===== config.mk =====
export PLATFORM = sky130hd
export DESIGN_NAME = gamepad_report_conditioner
export DESIGN_NICKNAME = d
export VERILOG_FILES = /design/src/design/gpc_pkg.sv /design/src/design/gpc_front.sv /design/src/design/gpc_queue.sv /design/src/design/gpc_back.sv /design/src/design/gamepad_report_conditioner.sv
export SDC_FILE = /design/constraint.sdc
export NUM_CORES = 2
export LEC_CHECK = 0
export BUFFER_PORTS_ARGS = -buffer_cell sky130_fd_sc_hd__buf_2
export CAP_MARGIN = 20
export CORE_UTILIZATION = 50
export CTS_CLUSTER_DIAMETER = 200
export DETAILED_ROUTE_END_ITERATION = 16
export HOLD_SLACK_MARGIN = 0.08
export MAX_ROUTING_LAYER = met4
export PLACE_DENSITY_LB_ADDON = 0.25
export SLEW_MARGIN = 10
export SYNTH_ARGS = -nofsm -noshare
export SYNTH_HDL_FRONTEND = slang
export SYNTH_HIERARCHICAL = 1
export SYNTH_SLANG_ARGS = --single-unit

===== constraint.sdc =====
create_clock -name clk -period 7.8 [get_ports clk]
set_clock_uncertainty 0.15 [all_clocks]
set_input_delay 0.78 -clock clk [delete_from_list [all_inputs] [get_ports clk]]
set_output_delay 0.78 -clock clk [all_outputs]
set_load 0.05 [all_outputs]

===== src/design/gpc_pkg.sv =====
package gpc_pkg;

    localparam int MAX_PADS_DEF     = 4;
    localparam int BUTTON_COUNT_DEF = 14;

    localparam int BTN_W  = 14;
    localparam int AXIS_W = 16;
    localparam int TRIG_W = 8;
    localparam int DZ_W   = 15;

    localparam logic [DZ_W-1:0] DEADZONE_RESET = 15'd6554;
    localparam logic [DZ_W-1:0] FULL_SCALE     = 15'd32767;

    typedef struct packed {
        logic [1:0]               pad;
        logic                     present;
        logic                     connected;
        logic [BTN_W-1:0]         down;
        logic [BTN_W-1:0]         pressed;
        logic [BTN_W-1:0]         released;
        logic signed [AXIS_W-1:0] lx;
        logic signed [AXIS_W-1:0] ly;
        logic signed [AXIS_W-1:0] rx;
        logic signed [AXIS_W-1:0] ry;
        logic [TRIG_W-1:0]        lt;
        logic [TRIG_W-1:0]        rt;
    } job_t;

endpackage


===== src/design/gpc_front.sv =====
module gpc_front #(
    parameter int MAX_PADS     = gpc_pkg::MAX_PADS_DEF,
    parameter int BUTTON_COUNT = gpc_pkg::BUTTON_COUNT_DEF
) (
    input  logic                                 clk,
    input  logic                                 rst_n,
    input  logic                                 in_valid,
    output logic                                 in_stall,
    input  logic                                 mode,
    input  logic [1:0]                           pad_index,
    input  logic                                 present,
    input  logic [gpc_pkg::BTN_W-1:0]            buttons,
    input  logic signed [gpc_pkg::AXIS_W-1:0]    raw_left_x,
    input  logic signed [gpc_pkg::AXIS_W-1:0]    raw_left_y,
    input  logic signed [gpc_pkg::AXIS_W-1:0]    raw_right_x,
    input  logic signed [gpc_pkg::AXIS_W-1:0]    raw_right_y,
    input  logic [gpc_pkg::TRIG_W-1:0]           raw_left_trig,
    input  logic [gpc_pkg::TRIG_W-1:0]           raw_right_trig,
    input  logic                                 q_full,
    output logic                                 q_push,
    output gpc_pkg::job_t                        q_data
);

    localparam logic [31:0] BM32 = (BUTTON_COUNT >= 32) ? 32'hFFFF_FFFF
                                 : ((32'd1 << BUTTON_COUNT) - 32'd1);
    localparam logic [gpc_pkg::BTN_W-1:0] BTN_MASK = BM32[gpc_pkg::BTN_W-1:0];

    logic [MAX_PADS-1:0]                 conn_reg;
    logic [gpc_pkg::BTN_W-1:0]           held_reg [MAX_PADS];
    logic [gpc_pkg::BTN_W-1:0]           down_reg [MAX_PADS];
    logic [gpc_pkg::BTN_W-1:0]           up_reg   [MAX_PADS];

    logic                                accept;
    logic                                in_range;
    logic                                cur_conn;
    logic [gpc_pkg::BTN_W-1:0]           cur_held, cur_down, cur_up;
    logic                                conn_next;
    logic [gpc_pkg::BTN_W-1:0]           held_next, down_next, up_next, now;

    assign in_stall = q_full;
    assign accept   = in_valid && !in_stall;
    assign in_range = {30'd0, pad_index} < 32'(MAX_PADS);
    assign now      = buttons & BTN_MASK;

    always_comb
    begin
        cur_conn = 1'b0;
        cur_held = '0;
        cur_down = '0;
        cur_up   = '0;
        for (int i = 0; i < MAX_PADS; i++)
        begin
            if ({30'd0, pad_index} == 32'(i))
            begin
                cur_conn = conn_reg[i];
                cur_held = held_reg[i];
                cur_down = down_reg[i];
                cur_up   = up_reg[i];
            end
        end
        if (present)
        begin
            conn_next = 1'b1;
            down_next = cur_down | (now & ~cur_held);
            up_next   = cur_up | (cur_held & ~now);
            held_next = now;
        end
        else
        begin
            conn_next = 1'b0;
            down_next = cur_down;
            up_next   = cur_conn ? (cur_up | cur_held) : cur_up;
            held_next = cur_conn ? '0 : cur_held;
        end
    end

    always_ff @(posedge clk or negedge rst_n)
    begin
        if (!rst_n)
        begin
            conn_reg <= '0;
            for (int i = 0; i < MAX_PADS; i++)
            begin
                held_reg[i] <= '0;
                down_reg[i] <= '0;
                up_reg[i]   <= '0;
            end
        end
        else if (accept)
        begin
            for (int i = 0; i < MAX_PADS; i++)
            begin
                if (mode)
                begin
                    down_reg[i] <= '0;
                    up_reg[i]   <= '0;
                end
                else if ({30'd0, pad_index} == 32'(i))
                begin
                    conn_reg[i] <= conn_next;
                    held_reg[i] <= held_next;
                    down_reg[i] <= down_next;
                    up_reg[i]   <= up_next;
                end
            end
        end
    end

    assign q_push = accept && !mode && in_range;

    always_comb
    begin
        q_data.pad       = pad_index;
        q_data.present   = present;
        q_data.connected = conn_next;
        q_data.down      = held_next;
        q_data.pressed   = down_next;
        q_data.released  = up_next;
        q_data.lx        = raw_left_x;
        q_data.ly        = raw_left_y;
        q_data.rx        = raw_right_x;
        q_data.ry        = raw_right_y;
        q_data.lt        = present ? raw_left_trig : '0;
        q_data.rt        = present ? raw_right_trig : '0;
    end

endmodule


===== src/design/gpc_queue.sv =====
module gpc_queue (
    input  logic          clk,
    input  logic          rst_n,
    input  logic          push,
    input  gpc_pkg::job_t push_data,
    input  logic          pop,
    output gpc_pkg::job_t pop_data,
    output logic          full,
    output logic          empty
);

    gpc_pkg::job_t mem_reg [2];
    logic          wr_ptr_reg, rd_ptr_reg;
    logic [1:0]    count_reg;

    assign full     = count_reg == 2'd2;
    assign empty    = count_reg == 2'd0;
    assign pop_data = mem_reg[rd_ptr_reg];

    always_ff @(posedge clk)
    begin
        if (push)
        begin
            mem_reg[wr_ptr_reg] <= push_data;
        end
    end

    always_ff @(posedge clk or negedge rst_n)
    begin
        if (!rst_n)
        begin
            wr_ptr_reg <= 1'b0;
            rd_ptr_reg <= 1'b0;
            count_reg  <= 2'd0;
        end
        else
        begin
            if (push)
            begin
                wr_ptr_reg <= ~wr_ptr_reg;
            end
            if (pop)
            begin
                rd_ptr_reg <= ~rd_ptr_reg;
            end
            if (push && !pop)
            begin
                count_reg <= count_reg + 2'd1;
            end
            else if (pop && !push)
            begin
                count_reg <= count_reg - 2'd1;
            end
        end
    end

endmodule


===== src/design/gpc_back.sv =====
module gpc_back (
    input  logic                               clk,
    input  logic                               rst_n,
    input  logic [gpc_pkg::DZ_W-1:0]           deadzone,
    input  logic                               q_empty,
    input  gpc_pkg::job_t                      q_data,
    output logic                               q_pop,
    output logic                               out_valid,
    input  logic                               out_stall,
    output logic [1:0]                         out_pad,
    output logic                               is_connected,
    output logic [gpc_pkg::BTN_W-1:0]          down_mask,
    output logic [gpc_pkg::BTN_W-1:0]          pressed_mask,
    output logic [gpc_pkg::BTN_W-1:0]          released_mask,
    output logic signed [gpc_pkg::AXIS_W-1:0]  left_x,
    output logic signed [gpc_pkg::AXIS_W-1:0]  left_y,
    output logic signed [gpc_pkg::AXIS_W-1:0]  right_x,
    output logic signed [gpc_pkg::AXIS_W-1:0]  right_y,
    output logic [gpc_pkg::TRIG_W-1:0]         left_trig,
    output logic [gpc_pkg::TRIG_W-1:0]         right_trig
);

    localparam logic [3:0] S_IDLE = 4'd0;
    localparam logic [3:0] S_LOAD = 4'd1;
    localparam logic [3:0] S_M1   = 4'd2;
    localparam logic [3:0] S_M2   = 4'd3;
    localparam logic [3:0] S_M3   = 4'd4;
    localparam logic [3:0] S_CHK  = 4'd5;
    localparam logic [3:0] S_SQRT = 4'd6;
    localparam logic [3:0] S_MAG  = 4'd7;
    localparam logic [3:0] S_NUM  = 4'd8;
    localparam logic [3:0] S_DIV  = 4'd9;
    localparam logic [3:0] S_POST = 4'd10;
    localparam logic [3:0] S_NEXT = 4'd11;
    localparam logic [3:0] S_EMIT = 4'd12;

    localparam logic [1:0] PH_SCALE = 2'd0;
    localparam logic [1:0] PH_AX    = 2'd1;
    localparam logic [1:0] PH_AY    = 2'd2;

    logic [3:0]          state_reg;
    gpc_pkg::job_t       job_reg;
    logic                sel_reg;
    logic [14:0]         ax_reg, ay_reg;
    logic                negx_reg, negy_reg;
    logic [30:0]         m2_reg;
    logic [29:0]         dd_reg;
    logic [31:0]         rem_reg, res_reg, bit_reg;
    logic [4:0]          cnt_reg;
    logic [15:0]         mag_reg;
    logic [1:0]          phase_reg;
    logic [14:0]         scaled_reg;
    logic [31:0]         dvd_reg;
    logic [15:0]         dvs_reg, drem_reg;
    logic signed [15:0]  ox_reg, oy_reg;
    logic signed [15:0]  lx_res_reg, ly_res_reg, rx_res_reg, ry_res_reg;
    logic                out_valid_reg;

    logic signed [15:0]  x_sel, y_sel, x_cl, y_cl;
    logic [14:0]         ax, ay;
    logic [31:0]         trial;
    logic [16:0]         r17;
    logic                ge;
    logic [15:0]         drem_next;
    logic signed [15:0]  q_s;
    logic                out_free;

    assign out_free = !out_valid_reg || !out_stall;
    assign q_pop    = (state_reg == S_IDLE) && !q_empty;

    always_comb
    begin
        x_sel = sel_reg ? job_reg.rx : job_reg.lx;
        y_sel = sel_reg ? job_reg.ry : job_reg.ly;
        x_cl  = (x_sel == 16'sh8000) ? 16'sh8001 : x_sel;
        y_cl  = (y_sel == 16'sh8000) ? 16'sh8001 : y_sel;
        ax    = x_cl[15] ? 15'(-x_cl) : x_cl[14:0];
        ay    = y_cl[15] ? 15'(-y_cl) : y_cl[14:0];
        trial = res_reg + bit_reg;
        r17   = {drem_reg, dvd_reg[31]};
        ge    = r17 >= {1'b0, dvs_reg};
        drem_next = ge ? 16'(r17 - {1'b0, dvs_reg}) : r17[15:0];
        q_s   = signed'({1'b0, dvd_reg[14:0]});
    end

    always_ff @(posedge clk)
    begin
        unique case (state_reg)
            S_IDLE:
            begin
                job_reg    <= q_data;
                lx_res_reg <= '0;
                ly_res_reg <= '0;
                rx_res_reg <= '0;
                ry_res_reg <= '0;
            end
            S_LOAD:
            begin
                ax_reg   <= ax;
                ay_reg   <= ay;
                negx_reg <= x_cl[15];
                negy_reg <= y_cl[15];
                ox_reg   <= '0;
                oy_reg   <= '0;
            end
            S_M1: m2_reg <= 31'(ax_reg * ax_reg);
            S_M2: m2_reg <= m2_reg + 31'(ay_reg * ay_reg);
            S_M3: dd_reg <= 30'(deadzone * deadzone);
            S_CHK:
            begin
                rem_reg <= {1'b0, m2_reg};
                res_reg <= '0;
                bit_reg <= 32'h4000_0000;
            end
            S_SQRT:
            begin
                if (rem_reg >= trial)
                begin
                    rem_reg <= rem_reg - trial;
                    res_reg <= (res_reg >> 1) + bit_reg;
                end
                else
                begin
                    res_reg <= res_reg >> 1;
                end
                bit_reg <= bit_reg >> 2;
            end
            S_MAG:
            begin
                mag_reg <= res_reg[15:0];
                scaled_reg <= gpc_pkg::FULL_SCALE;
            end
            S_NUM:
            begin
                drem_reg <= '0;
                priority case (phase_reg)
                    PH_SCALE:
                    begin
                        dvd_reg <= 32'((mag_reg - {1'b0, deadzone}) * gpc_pkg::FULL_SCALE);
                        dvs_reg <= {1'b0, gpc_pkg::FULL_SCALE} - {1'b0, deadzone};
                    end
                    PH_AX:
                    begin
                        dvd_reg <= 32'(ax_reg * scaled_reg);
                        dvs_reg <= mag_reg;
                    end
                    default:
                    begin
                        dvd_reg <= 32'(ay_reg * scaled_reg);
                        dvs_reg <= mag_reg;
                    end
                endcase
            end
            S_DIV:
            begin
                drem_reg <= drem_next;
                dvd_reg  <= {dvd_reg[30:0], ge};
            end
            S_POST:
            begin
                priority case (phase_reg)
                    PH_SCALE: scaled_reg <= (dvd_reg > 32'd32767) ? gpc_pkg::FULL_SCALE
                                                                  : dvd_reg[14:0];
                    PH_AX:    ox_reg <= negx_reg ? -q_s : q_s;
                    default:  oy_reg <= negy_reg ? -q_s : q_s;
                endcase
            end
            S_NEXT:
            begin
                if (sel_reg)
                begin
                    rx_res_reg <= ox_reg;
                    ry_res_reg <= oy_reg;
                end
                else
                begin
                    lx_res_reg <= ox_reg;
                    ly_res_reg <= oy_reg;
                end
            end
            default:
            begin
            end
        endcase
        if (state_reg == S_EMIT && out_free)
        begin
            out_pad       <= job_reg.pad;
            is_connected  <= job_reg.connected;
            down_mask     <= job_reg.down;
            pressed_mask  <= job_reg.pressed;
            released_mask <= job_reg.released;
            left_x        <= lx_res_reg;
            left_y        <= ly_res_reg;
            right_x       <= rx_res_reg;
            right_y       <= ry_res_reg;
            left_trig     <= job_reg.lt;
            right_trig    <= job_reg.rt;
        end
    end

    always_ff @(posedge clk or negedge rst_n)
    begin
        if (!rst_n)
        begin
            state_reg     <= S_IDLE;
            sel_reg       <= 1'b0;
            cnt_reg       <= '0;
            phase_reg     <= PH_SCALE;
            out_valid_reg <= 1'b0;
        end
        else
        begin
            if (out_valid_reg && !out_stall)
            begin
                out_valid_reg <= 1'b0;
            end
            unique case (state_reg)
                S_IDLE:
                begin
                    sel_reg <= 1'b0;
                    if (!q_empty)
                    begin
                        state_reg <= q_data.present ? S_LOAD : S_EMIT;
                    end
                end
                S_LOAD: state_reg <= S_M1;
                S_M1:   state_reg <= S_M2;
                S_M2:   state_reg <= S_M3;
                S_M3:   state_reg <= S_CHK;
                S_CHK:
                begin
                    cnt_reg   <= '0;
                    // inside the deadzone: outputs stay zero
                    state_reg <= ({1'b0, dd_reg} > m2_reg) ? S_NEXT : S_SQRT;
                end
                S_SQRT:
                begin
                    cnt_reg <= cnt_reg + 5'd1;
                    if (cnt_reg == 5'd15)
                    begin
                        state_reg <= S_MAG;
                    end
                end
                S_MAG:
                begin
                    phase_reg <= (deadzone == gpc_pkg::FULL_SCALE) ? PH_AX : PH_SCALE;
                    state_reg <= (res_reg[15:0] == 16'd0) ? S_NEXT : S_NUM;
                end
                S_NUM:
                begin
                    cnt_reg   <= '0;
                    state_reg <= S_DIV;
                end
                S_DIV:
                begin
                    cnt_reg <= cnt_reg + 5'd1;
                    if (cnt_reg == 5'd31)
                    begin
                        state_reg <= S_POST;
                    end
                end
                S_POST:
                begin
                    priority case (phase_reg)
                        PH_SCALE:
                        begin
                            phase_reg <= PH_AX;
                            state_reg <= S_NUM;
                        end
                        PH_AX:
                        begin
                            phase_reg <= PH_AY;
                            state_reg <= S_NUM;
                        end
                        default: state_reg <= S_NEXT;
                    endcase
                end
                S_NEXT:
                begin
                    sel_reg   <= 1'b1;
                    state_reg <= sel_reg ? S_EMIT : S_LOAD;
                end
                S_EMIT:
                begin
                    if (out_free)
                    begin
                        out_valid_reg <= 1'b1;
                        state_reg     <= S_IDLE;
                    end
                end
                default: state_reg <= S_IDLE;
            endcase
        end
    end

    assign out_valid = out_valid_reg;

endmodule


===== src/design/gamepad_report_conditioner.sv =====
// channel   dir  handshake           payload
// in        in   in_valid/in_stall   mode, pad_index, present, buttons, raw sticks, triggers
// out       out  out_valid/out_stall out_pad, masks, conditioned sticks, triggers
// cfg       in   cfg_valid/cfg_ready cfg_data = stick_deadzone
//
// Button state is updated as an item is taken; a two-entry queue feeds the stick unit.
// A present report goes through the stick unit: per stick a 16-step
// square root and up to three 32-step restoring divides through one shared divider
// (a stick inside the deadzone skips both).
// An absent report skips the stick math. Begin-frame items give no result.
// Reset clears all pad state and sets the deadzone to 6554.
// in_stall is high while the queue is full; out_stall holds the result register.
module gamepad_report_conditioner #(
    parameter int MAX_PADS     = gpc_pkg::MAX_PADS_DEF,
    parameter int BUTTON_COUNT = gpc_pkg::BUTTON_COUNT_DEF
) (
    input  logic                               clk,
    input  logic                               rst_n,
    input  logic                               cfg_valid,
    output logic                               cfg_ready,
    input  logic [gpc_pkg::DZ_W-1:0]           cfg_data,
    input  logic                               in_valid,
    output logic                               in_stall,
    input  logic                               mode,
    input  logic [1:0]                         pad_index,
    input  logic                               present,
    input  logic [gpc_pkg::BTN_W-1:0]          buttons,
    input  logic signed [gpc_pkg::AXIS_W-1:0]  raw_left_x,
    input  logic signed [gpc_pkg::AXIS_W-1:0]  raw_left_y,
    input  logic signed [gpc_pkg::AXIS_W-1:0]  raw_right_x,
    input  logic signed [gpc_pkg::AXIS_W-1:0]  raw_right_y,
    input  logic [gpc_pkg::TRIG_W-1:0]         raw_left_trig,
    input  logic [gpc_pkg::TRIG_W-1:0]         raw_right_trig,
    output logic                               out_valid,
    input  logic                               out_stall,
    output logic [1:0]                         out_pad,
    output logic                               is_connected,
    output logic [gpc_pkg::BTN_W-1:0]          down_mask,
    output logic [gpc_pkg::BTN_W-1:0]          pressed_mask,
    output logic [gpc_pkg::BTN_W-1:0]          released_mask,
    output logic signed [gpc_pkg::AXIS_W-1:0]  left_x,
    output logic signed [gpc_pkg::AXIS_W-1:0]  left_y,
    output logic signed [gpc_pkg::AXIS_W-1:0]  right_x,
    output logic signed [gpc_pkg::AXIS_W-1:0]  right_y,
    output logic [gpc_pkg::TRIG_W-1:0]         left_trig,
    output logic [gpc_pkg::TRIG_W-1:0]         right_trig
);

    logic [gpc_pkg::DZ_W-1:0] deadzone_reg;
    logic                     q_full, q_empty, q_push, q_pop;
    gpc_pkg::job_t            push_data, pop_data;

    assign cfg_ready = 1'b1;

    always_ff @(posedge clk or negedge rst_n)
    begin
        if (!rst_n)
        begin
            deadzone_reg <= gpc_pkg::DEADZONE_RESET;
        end
        else if (cfg_valid && cfg_ready)
        begin
            deadzone_reg <= cfg_data;
        end
    end

    gpc_front #(
        .MAX_PADS     (MAX_PADS),
        .BUTTON_COUNT (BUTTON_COUNT)
    ) u_front (
        .clk            (clk),
        .rst_n          (rst_n),
        .in_valid       (in_valid),
        .in_stall       (in_stall),
        .mode           (mode),
        .pad_index      (pad_index),
        .present        (present),
        .buttons        (buttons),
        .raw_left_x     (raw_left_x),
        .raw_left_y     (raw_left_y),
        .raw_right_x    (raw_right_x),
        .raw_right_y    (raw_right_y),
        .raw_left_trig  (raw_left_trig),
        .raw_right_trig (raw_right_trig),
        .q_full         (q_full),
        .q_push         (q_push),
        .q_data         (push_data)
    );

    gpc_queue u_queue (
        .clk       (clk),
        .rst_n     (rst_n),
        .push      (q_push),
        .push_data (push_data),
        .pop       (q_pop),
        .pop_data  (pop_data),
        .full      (q_full),
        .empty     (q_empty)
    );

    gpc_back u_back (
        .clk           (clk),
        .rst_n         (rst_n),
        .deadzone      (deadzone_reg),
        .q_empty       (q_empty),
        .q_data        (pop_data),
        .q_pop         (q_pop),
        .out_valid     (out_valid),
        .out_stall     (out_stall),
        .out_pad       (out_pad),
        .is_connected  (is_connected),
        .down_mask     (down_mask),
        .pressed_mask  (pressed_mask),
        .released_mask (released_mask),
        .left_x        (left_x),
        .left_y        (left_y),
        .right_x       (right_x),
        .right_y       (right_y),
        .left_trig     (left_trig),
        .right_trig    (right_trig)
    );

endmodule


# ---- Word-level counts from Yosys, hierarchy flattened
# Memories as Yosys holds them, arrays and structs flattened.
# Cells that the tools add are included.
dict set report classes {
  bitwise 10
  add_sub_neg 13
  eq_ne 33
  n_lt_le_gt_ge 4
  mux 96
  n_reduce_logical 51
  n_mul 6
}
# operator n
set ops {}
lappend ops {{$mux 14} 33}
lappend ops {{$pmux 32 s2} 5}
lappend ops {{$mux 16} 14}
lappend ops {{$pmux 16 s2} 7}
lappend ops {{$mul 15x15->30} 5}
lappend ops {{$mux 32} 2}
lappend ops {{$pmux 31 s2} 1}
lappend ops {{$mux 15} 4}
lappend ops {{$pmux 4 s13} 1}
lappend ops {{$or 14x14->14} 3}
lappend ops {{$add 31x32->32} 1}
lappend ops {{$add 32x32->32} 1}
lappend ops {{$eq 16x16->1 const B} 2}
lappend ops {{$ge 32x32->1} 1}
lappend ops {{$gt 32x15->1 const B} 1}
lappend ops {{$mul 32x15->32 const B} 1}
lappend ops {{$sub 32x32->32} 1}
lappend ops {{$add 31x30->31} 1}
lappend ops {{$gt 30x31->1} 1}
lappend ops {{$neg 15->15} 2}
lappend ops {{$pmux 15 s2} 1}
lappend ops {{$and 14x14->14} 2}
lappend ops {{$mux 4} 7}
lappend ops {{$not 14->14} 2}
lappend ops {{38 further kinds} 114}
dict set report totals {
  memories 1
  word_cells 281
  output_inout_bits 128
  regBits 834
  mem_bits_rw 252
}
# memory words word_bits read_ports rd_clocked_by_memory_dff write_ports line_no
set memory_table {}
lappend memory_table {u_queue.mem_reg 2 126 1 0 1 gpc_queue.sv:12} ;# gpc_pkg::job_t mem_reg [2];

# ---- Depth between registers and ports, before layout
dict set report depth {
  ltp_word 11
  depth_mapped 35
}

# ---- Hierarchy
# The synthesis kept the hierarchy.
# mod cells_per_inst area_each_um2 n_inst
set modules_own_cells {}
lappend modules_own_cells {gpc_back 6754 69220.1 1}
lappend modules_own_cells {gpc_queue 408 9386.5 1}
lappend modules_own_cells {gpc_front 751 8858.5 1}
lappend modules_own_cells {gamepad_report_conditioner 34 633.1 1}

# ---- Least setup slack after synthesis
# No wires, ideal clock.
dict set report synth_path {
  path_type {register -> register}
  from {register deadzone_reg[8] in the netlist's numbering}
  to {register u_back.dvd_reg[26] (data pin)}
  t_required_ns 7.387
  t_arrival_ns 8.130
  stages_incl_launch_ff 34
  setup_slack_ns -0.743
  n_path_buf 2
  synth_period_minus_slack_ns 8.543
  cell_sequence {dfstp_2 clkbuf_1 inv_2 ha_1 a21o_1 a21o_1 a221o_1 a31o_1 o31a_4 xor2_4 clkbuf_1 and2_1 nor2_1 ha_1 inv_1 fa_1 inv_1 fa_1 fa_1 fa_1 inv_1 fa_1 inv_1 ha_1 a21o_1 a21o_1 a21o_1 a21oi_1 inv_1 a21oi_1 xor2_1 nor2_1 a211oi_1 a21oi_1}
}
dict set report synth_via {
  elab_chain_len 4
}
# item line_no
set synth_rtl {}
lappend synth_rtl {{from (decl)} gamepad_report_conditioner.sv:49} ;# logic [gpc_pkg::DZ_W-1:0] deadzone_reg;
lappend synth_rtl {{from (signal assigned)} gamepad_report_conditioner.sv:59} ;# deadzone_reg <= gpc_pkg::DEADZONE_RESET;
lappend synth_rtl {{from (signal assigned)} gamepad_report_conditioner.sv:63} ;# deadzone_reg <= cfg_data;
lappend synth_rtl {{$sub 16x15->17} gpc_back.sv:139} ;# dvd_reg <= 32'((mag_reg - {1'b0, deadzone}) * gpc_pkg::FULL_SCALE);
lappend synth_rtl {{$mul 32x15->32} gpc_back.sv:139}
lappend synth_rtl {{$pmux 32 s2} gpc_back.sv:136} ;# priority case (phase_reg)
lappend synth_rtl {{$pmux 32 s2} gpc_back.sv:88} ;# unique case (state_reg)
lappend synth_rtl {{to (signal assigned)} gpc_back.sv:139}
lappend synth_rtl {{to (signal assigned)} gpc_back.sv:144} ;# dvd_reg <= 32'(ax_reg * scaled_reg);
lappend synth_rtl {{to (signal assigned)} gpc_back.sv:149} ;# dvd_reg <= 32'(ay_reg * scaled_reg);
lappend synth_rtl {{to (decl)} gpc_back.sv:53} ;# logic [31:0] dvd_reg;
# No other way between the ends.
# A chain may end at the register's enable or synchronous reset.

# ---- Worst setup path after layout
dict set report layout_path {
  from {register deadzone_reg[1] in the netlist's numbering}
  to {register u_back.dvd_reg[24] (data pin)}
}
# Same word-level chain as after synthesis.

==> flow_summary.ini <==
[synthesis]
syn_area_per_cell_um2 = 11.1
yosysSeqAreaShare_pct = 35.3
async_flop_share_pct = 19.1
synth_nets = 9669
synth_top_flop_cell = edfxtp_1
synth_edf_count = 865
yosysUniqueCellTypes = 116
syn_inst = 7947
ys_ff_latch = 1069
ys.warnings.count = 6
synth_area_um2 = 88100

[sta]
hold_viol = 0
setup_viol = 2
tns_ns = -0.0412
max_freq_mhz = 128
fin_ws_ns = -0.0402
slew_viol_final = 0
worst_pin_slew_ns = 1.15
rsz0062_at_grt = true
period_minus_slack_ns = 7.84
maxSlewHeadroom_pct = 23.6
fin_crit_sh_pct = 101

[critical_path]
cp_slowest_cell = dfstp_2
start_kind = flip-flop
path_max_fanout = 4
worstSetupPathType = reg -> reg
cp.arrival_ns = 8.17
cp_common_cell = fa_1
end_kind = flip-flop
crit_required_ns = 8.13
max_stage_delay_ns = 0.59

[run_status]
outcome = finished with violations
failed_checks = negative setup slack

[global_route]
grt_util_all_layers_pct = 26.3
grt_max_degree = 112
antenna_found_initial = 19
grt_pass1_vias = 61900
grt_pass1_wl_um = 353000
gr-total-overflow = 0

[cts]
cts_sinks = 1069
cts_tree = built
htree_num_levels = 3
cts.path.max_buffers = 3
path_clk_slew_ns = 0.06
root_buffer = clkbuf_16
clk_latency_ns = 0.79
cts_buffers = 112

[die]
start_util_pct = 50.5
rows = 153
die_w_um = 422
fp.dieH_um = 422
core-area_um2 = 174000
io_pins = 246
dieArea_um2 = 178000

[placed_design]
placed_cells_incl_taps = 10400
io_buffer_count = 244
dp_hpwl_um = 173000
gp_congestion = 0.941

[layout]
largest_reg_flops = 252
final_nets = 10000
stdcell_count = 10700
multi_input_area_um2 = 51100
fin_util_pct = 56.1
area_growth_pct = 11.0
fillers = 14700
drive_gt1_share_pct = 13.8
ff_latch_area_um2 = 31100

[drt]
via_per_inst = 5.48
drc = 0
drt_first_pass_iters = 6
drt_iter0_markers = 3965
ant_nets = 0
wl_um = 225000
via_count = 58800
wire_per_inst_um = 21.0

[flow_run]
cap_violations = 0

[min_path]
min_path_type = in -> reg
==> layout by cell type, fill, tap and decap left out, types with 41 or more instances in the layout <==
| cell type | instances |
|---|---|
| o21ai_0 | 220 |
| o21ai_1 | 79 |
| mux2i_1 | 57 |
| nand2b_1 | 48 |
| inv_1 | 1208 |
| nor2_1 | 341 |
| nor2b_1 | 57 |
| fa_1 | 912 |
| nor3_1 | 48 |
| or3_1 | 41 |
| xnor2_1 | 176 |
| dfrtp_1 | 194 |
| buf_4 | 294 |
| edfxtp_1 | 865 |
| o21a_1 | 41 |
| ha_1 | 672 |
| nand2_1 | 802 |
| clkbuf_16 | 113 |
| buf_2 | 242 |
| mux4_2 | 42 |
| a22o_1 | 61 |
| nand3_1 | 44 |
| a31oi_1 | 48 |
| a21o_1 | 122 |
| a21oi_1 | 236 |
| dlygate4sd3_1 | 62 |
| and2_1 | 349 |
| xor2_1 | 169 |
| mux2_2 | 111 |
==> synthesized netlist by cell type, types with 50 or more instances <==
| cell | n | area, um2 |
|---|---|---|
| inv_1 | 1217 | 4570 |
| fa_1 | 919 | 18400 |
| edfxtp_1 | 865 | 26000 |
| nand2_1 | 805 | 3020 |
| ha_1 | 685 | 8570 |
| and2_1 | 351 | 2200 |
| nor2_1 | 351 | 1320 |
| a21oi_1 | 251 | 1260 |
| clkbuf_1 | 248 | 931 |
| o21ai_0 | 232 | 1160 |
| dfrtp_1 | 197 | 4930 |
| xnor2_1 | 184 | 1610 |
| xor2_1 | 173 | 1520 |
| a21o_1 | 122 | 916 |
| mux2_2 | 111 | 1250 |
| buf_4 | 73 | 548 |
| o21ai_1 | 72 | 360 |
| a22o_1 | 61 | 534 |
| nor2b_1 | 58 | 363 |
| mux2i_1 | 57 | 571 |
| nor3_1 | 51 | 255 |
| nand2b_1 | 50 | 313 |
==> through the flow <==
stage | instance area, um2 | setup WS, ns | hold slack (ns)
2_1_floorplan | 88300 | -0.104 | 0.250
4_1_cts | 97500 | -0.0413 | 0.0826
6_report | 97800 | -0.0402 | 0.147
3_5_place_dp | 92900 | -0.290 | 0.255
3_3_place_gp | 92900 | -0.192 | 0.252
5_1_grt | 97800 | -0.333 | 0.117
==> layout make-up <==
type	instances	share of cell area, %
well taps	2325	2.97
multi-input cells	5268	52.3
clock inverters	64	0.792
diodes	13	0.0333
flip-flops and latches	1069	31.8
clock buffers	145	3.11
repair buffers	607	4.28
inverters	1231	4.77
==> path summary, 6_finish.rpt <==
kind	start	endpoint	slack, ns	cells past startpoint
hold / removal	raw_right_trig[2]	u_queue/mem_reg[0][2]	0.15	2
setup reg to reg	deadzone_reg[1]	u_back/dvd_reg[24]	-0.04	32
setup / recovery	deadzone_reg[1]	u_back/dvd_reg[24]	-0.04	32
min in group asynchronous	rst_n	u_front/up_reg[40]	0.48	2
max in group asynchronous	rst_n	u_front/down_reg[28]	5.56	3
hold reg to reg	u_back/ry_res_reg[3]	u_back/right_y[3]	0.24	0
==> kinds of logic (layout without fill, tap and decap cells) <==
| kind of cell | Yosys count | after routing | share of synthesized area [%] |
|---|---|---|---|
| AO/OA/AOI/OAI | 1140 | 1140 | 8.91 |
| XOR/XNOR | 362 | 362 | 3.65 |
| adder cells (fa/ha/maj) | 1607 | 1607 | 30.6 |
| buffers and inverters | 1610 | 2047 | 7.40 |
| flip-flops | 1069 | 1069 | 35.3 |
| multiplexers | 250 | 250 | 3.82 |
| other | 1 | 14 | 0.00426 |
| AND/OR/NAND/NOR | 1908 | 1908 | 10.3 |
==> layer usage <==
metal | track usage [%] | wire, um | vias to the layer above
li1 | - | - | 27000
met1 | 33.4 | 93800 | 29900
met2 | 43.4 | 111000 | 1484
met3 | 3.26 | 10900 | 397
met4 | 9.59 | 8700 | 0
met5 | - | 0 | -
==> critical path: cells and delay by family (launching register included) <==
family	cells	cell delay, ns
buffers and inverters	5	0.25
xor gates and xnor gates	1	0.18
AOI/OAI and AO/OA	9	1.90
DFF	1	0.59
muxes	1	0.17
adders and majority gates	8	3.22
and+or+nand+nor	8	1.10
==> timing repair <==
action	4_1_cts	5_1_grt
hold buffers	62	0
pin swaps	31	32
hold endpoints to repair	208	0
setup endpoints to repair	15	17
buffers inserted	7	11
gates resized for setup	29	47
Power is not shown: default switching activity piles up to over one toggle a cycle in this logic, so the estimate is an artifact.
